==> src/rtl/dabti_pkg.sv <==
`timescale 1ns / 1ps
`default_nettype none
// ----------------------------------------------------------------------------
// dabti_pkg
// Shared constants, types and the branch delay map of the DAB time
// de-interleaver.
// ----------------------------------------------------------------------------
package dabti_pkg;

  localparam int MaxCus     = 1024;
  localparam int CuValues   = 64;
  localparam int Branches   = 16;

  localparam int DataW      = 16;
  localparam int CuW        = 11;
  localparam int CusM1W     = $clog2(MaxCus);
  localparam int CuValW     = $clog2(CuValues);
  localparam int PosW       = CusM1W + CuValW;
  localparam int BranchW    = $clog2(Branches);
  localparam int AddrW      = BranchW + PosW;
  localparam int FillW      = BranchW + 1;

  localparam logic [FillW-1:0] FillFull = FillW'(Branches);
  localparam logic [CuW-1:0]   CuReset  = CuW'(1);

  typedef logic [DataW-1:0] soft_t;
  typedef logic [AddrW-1:0] addr_t;

  typedef struct packed {
    addr_t rd_addr;
    addr_t wr_addr;
    logic  emit;
    logic  last;
  } ctrl_t;

  function automatic logic [BranchW-1:0] branch_map(input logic [BranchW-1:0] idx);
    logic [BranchW-1:0] rev;
    for (int b = 0; b < BranchW; b++) begin
      rev[b] = idx[BranchW-1-b];
    end
    return rev;
  endfunction

endpackage
`default_nettype wire

==> src/rtl/dabti_ctrl.sv <==
`timescale 1ns / 1ps
`default_nettype none
// ----------------------------------------------------------------------------
// dabti_ctrl
// Position, current branch and fill tracking; forms the read and write
// addresses of the branch store for the next transfer.
// ----------------------------------------------------------------------------
module dabti_ctrl import dabti_pkg::*; (
  input  wire logic           clk_i,
  input  wire logic           rst_ni,
  input  wire logic           accept_i,
  input  wire logic [CuW-1:0] cu_count_i,
  output ctrl_t               ctrl_o
);

  logic [PosW-1:0]    pos_q, pos_d;
  logic [BranchW-1:0] branch_q, branch_d;
  logic [FillW-1:0]   fill_q, fill_d;

  logic [CusM1W-1:0]  cus_m1;
  logic [PosW-1:0]    last_pos;
  logic [PosW-1:0]    pos_eff;
  logic [BranchW-1:0] src_branch;
  logic               last;
  logic               emit;

  // clamp the register to 1..MaxCus
  always_comb begin
    if (cu_count_i == '0) begin
      cus_m1 = '0;
    end else if (cu_count_i > CuW'(MaxCus)) begin
      cus_m1 = '1;
    end else begin
      cus_m1 = CusM1W'(cu_count_i - CuW'(1));
    end
  end

  assign last_pos   = {cus_m1, {CuValW{1'b1}}};
  assign last       = (pos_q >= last_pos);
  assign pos_eff    = last ? last_pos : pos_q;
  assign src_branch = branch_q + branch_map(pos_eff[BranchW-1:0]);
  assign emit       = (fill_q == FillFull);

  always_comb begin
    pos_d    = pos_q;
    branch_d = branch_q;
    fill_d   = fill_q;
    if (accept_i) begin
      if (last) begin
        pos_d    = '0;
        branch_d = branch_q + BranchW'(1);
        if (!emit) begin
          fill_d = fill_q + FillW'(1);
        end
      end else begin
        pos_d = pos_eff + PosW'(1);
      end
    end
  end

  always_ff @(posedge clk_i or negedge rst_ni) begin
    if (!rst_ni) begin
      pos_q    <= '0;
      branch_q <= '0;
      fill_q   <= '0;
    end else begin
      pos_q    <= pos_d;
      branch_q <= branch_d;
      fill_q   <= fill_d;
    end
  end

  assign ctrl_o.rd_addr = {src_branch, pos_eff};
  assign ctrl_o.wr_addr = {branch_q, pos_eff};
  assign ctrl_o.emit    = emit;
  assign ctrl_o.last    = last;

endmodule
`default_nettype wire
==> config.mk <==
export PLATFORM = sky130hd
export DESIGN_NAME = dabti_ctrl
export DESIGN_NICKNAME = d
export VERILOG_FILES = /design/src/rtl/dabti_pkg.sv /design/src/rtl/dabti_ctrl.sv
export SDC_FILE = /design/constraint.sdc
export NUM_CORES = 1
export LEC_CHECK = 0
export ABC_AREA = 1
export CAP_MARGIN = 10
export CORE_MARGIN = 4
export CORE_UTILIZATION = 55
export CTS_CLUSTER_DIAMETER = 50
export CTS_CLUSTER_SIZE = 16
export DETAILED_ROUTE_END_ITERATION = 7
export DONT_BUFFER_PORTS = 1
export HOLD_SLACK_MARGIN = 0.08
export PLACE_DENSITY = 0.8
export SYNTH_ARGS = -nofsm -noshare
export SYNTH_HDL_FRONTEND = slang
export SYNTH_SLANG_ARGS = --single-unit
export TNS_END_PERCENT = 20
==> constraint.sdc <==
create_clock -name clk_i -period 10.78 [get_ports clk_i]
set_clock_uncertainty 0.05 [all_clocks]
set_input_delay 1.617 -clock clk_i [delete_from_list [all_inputs] [get_ports clk_i]]
set_output_delay 1.617 -clock clk_i [all_outputs]
set_load 0.005 [all_outputs]
==> flow_summary.yaml <==
clock_tree:
  cts.sinks: 25
  clkTransAtPathRegs_ps: 90
  holdBufCountCts: 0
  h-tree-depth: 1
  cts_resized: 0
  root_buffer: "clkbuf_8"
  clk_latency_ps: 270
  clock_path_buffers: 2
  postCtsSetupRepairBufs: 0
  cts_tree: "yes"
  cts_inserted_buffers: 3
worst_setup_path:
  worstSetupPathType: "in2out"
  arrival_ps: 5160
  start_kind: "input pin"
  cp-end-kind: "output pin"
  required_ps: 9110
  cp_max_fo: 23
  worstRegToRegCells: 16
logic_synthesis:
  yosysSeqAreaShare: 0.242
  syn_area_um2: 2590
  syn_inst: 375
  ys_types: 32
  synth_seq_cells: 25
  ys_warn_count: 0
  synth_area_leaders: "dfrtp_1, nand2_1, ha_1"
  synth_top_area_frac: 0.242
  synth.net_count: 408
  syn_avg_cell_area_um2: 6.90
  synth_area_leader_cell: "dfrtp_1"
sta:
  max_freq_mhz: 146
  final.min_clock_period_ps: 6830
  finalSetupViolCount: 0
  fin_crit_sh: 0.634
  holdWs_ps: 429
  worst_pin_slew_ps: 432
  rsz0062_at_grt: "no"
  setup-tns-final_ps: 0
  slew_violations: 0
  final.setup.worst_slack_ps: 3950
  hold_viol_final: 0
  slew-limit-headroom: 0.709
layout:
  layout-drive-gt1-share: 0.136
  fin_area_um2: 2500
  num_antenna_cells: 0
  final_common_cell: "nand2_1"
  finalNetCount: 388
  area_growth_pct: -3.53
  final_cell_mix: "nand2_1, inv_1, nor2_1, nand3_1, dfrtp_1"
die:
  die_y_um: 76.6
  die_area_um2: 5870
  start_util: 0.582
  ios: 56
  core_um2: 4440
  rows: 24
  die_w_um: 76.6
route:
  viasPerCell: 5.25
  drc: 0
  dr.pass1.iters: 5
  routed_wl_um: 5340
  wire_per_inst_um: 13.2
  num_vias: 2133
  drt_iter0_drc: 92
  antenna_left: 0
global_route:
  antenna_found_initial: 0
  grt_usage: 0.185
  grt_pass1_wl_um: 9170
  grt_remaining_overflow: 0
  grt_max_degree: 26
  grt_pass1_vias: 2072
run_status:
  status: "finished, final reports clean"
place:
  post-dp-hpwl_um: 4360
  place_congestion: 0.846
  preCtsSetupSlack_ps: 3940
  placed_area_um2: 2450
  port_buffers: 0
min_path:
  hold_depth: 1
  hold_class: "reg2reg"
run:
  drv_cap: 0
power_and_ir_drop:
  peakVddDrop_mv: 0.153
  p_per_area_nw_per_um2: 179
  power.leakage_nw: 1.32
==> cell usage after synthesis <==
cell      number
nor3_1         3
xor2_1         3
ha_1          18
nand2_4        3
inv_1         48
xnor2_1        8
clkbuf_1       1
nand3_1       26
buf_6          3
buf_2          1
fa_1           1
nor2_4         5
dfrtp_1       25
nand3_2        8
nand3_4        1
nor2_1        41
buf_12         1
nor2_2         5
nand2_2       16
or2_1          1
nand4_1        4
a21oi_1       13
inv_2          1
buf_4         19
and2_4         1
o21ai_0       13
or2_2          1
nand2_1      100
nand4_4        2
o21ai_1        1
o211ai_1       1
inv_4          1
==> through the flow <==
stage | utilization | std cells | total power [mW]
3_3_place_gp | 0.551 | 402 | 0.384
2_1_floorplan | - | 375 | 0.379
4_1_cts | 0.562 | 406 | 0.452
6_report | 0.562 | 406 | 0.446
3_5_place_dp | 0.551 | 402 | 0.394
5_1_grt | 0.562 | 406 | 0.494
==> metal layers <==
layer,global-route usage,wire length (um)
met3,0.0390,318
met2,0.323,2630
met4,0.0453,34
met5,0,0
met1,0.232,2350
==> cells by family after synthesis <==
| group | count (synthesis) | share of synthesized area |
|---|---|---|
| xor gates and xnor gates | 11 | 0.0372 |
| adders and majority gates | 19 | 0.0948 |
| DFF | 25 | 0.242 |
| AOI/OAI and AO/OA | 28 | 0.0551 |
| and+or+nand+nor | 217 | 0.418 |
| buffers and inverters | 75 | 0.153 |
==> power by group <==
group	leakage (nW)	internal, mW	switching [mW]
Combinational	0.985	0.0794	0.142
Clock	0.0217	0.0262	0.0303
Sequential	0.318	0.128	0.0396
Total	1.32	0.234	0.212
==> flip-flops by register name (all words and copies together), names as in the netlist <==
signal / cells
pos_q: 16
fill_q: 5
branch_q: 4
==> layout make-up <==
type                            count  area, um^2
Clock inverter                      1        7.51
Inverter                           50         190
Tap cell                           52        65.1
Sequential cell                    25         626
Clock buffer                        3        41.3
Multi-Input combinational cell    275        1570
Fill cell                         443        1950
==> critical path, cell delays in order <==
cell	delay, ps
inv_1	100
ha_1	280
nand2_1	80
nor2_1	140
nand3_1	110
nand2_2	150
nand2_1	70
o21ai_0	240
ha_1	310
nand2_2	90
nor2_4	50
and2_4	130
nand2_4	100
nand3_4	290
inv_4	260
nand2_1	200
ha_1	370
a21oi_1	150
nand2_1	80
xnor2_1	130
xnor2_1	210
==> path summary, 6_finish.rpt <==
path | startpoint | end | slack [ps]
worst min register to register | fill_q[4]$_DFFE_PN0P_ | fill_q[4]$_DFFE_PN0P_ | 430
max in group asynchronous | rst_ni | pos_q[13]$_DFFE_PN0P_ | 9620
worst max register to register | pos_q[15]$_DFFE_PN0P_ | pos_q[14]$_DFFE_PN0P_ | 7860
min in group asynchronous | rst_ni | pos_q[9]$_DFFE_PN0P_ | 980
worst min-delay path | fill_q[4]$_DFFE_PN0P_ | fill_q[4]$_DFFE_PN0P_ | 430
worst max-delay path | cu_count_i[0] | ctrl_o[41] | 3950
(Power assumes the default switching activity.)
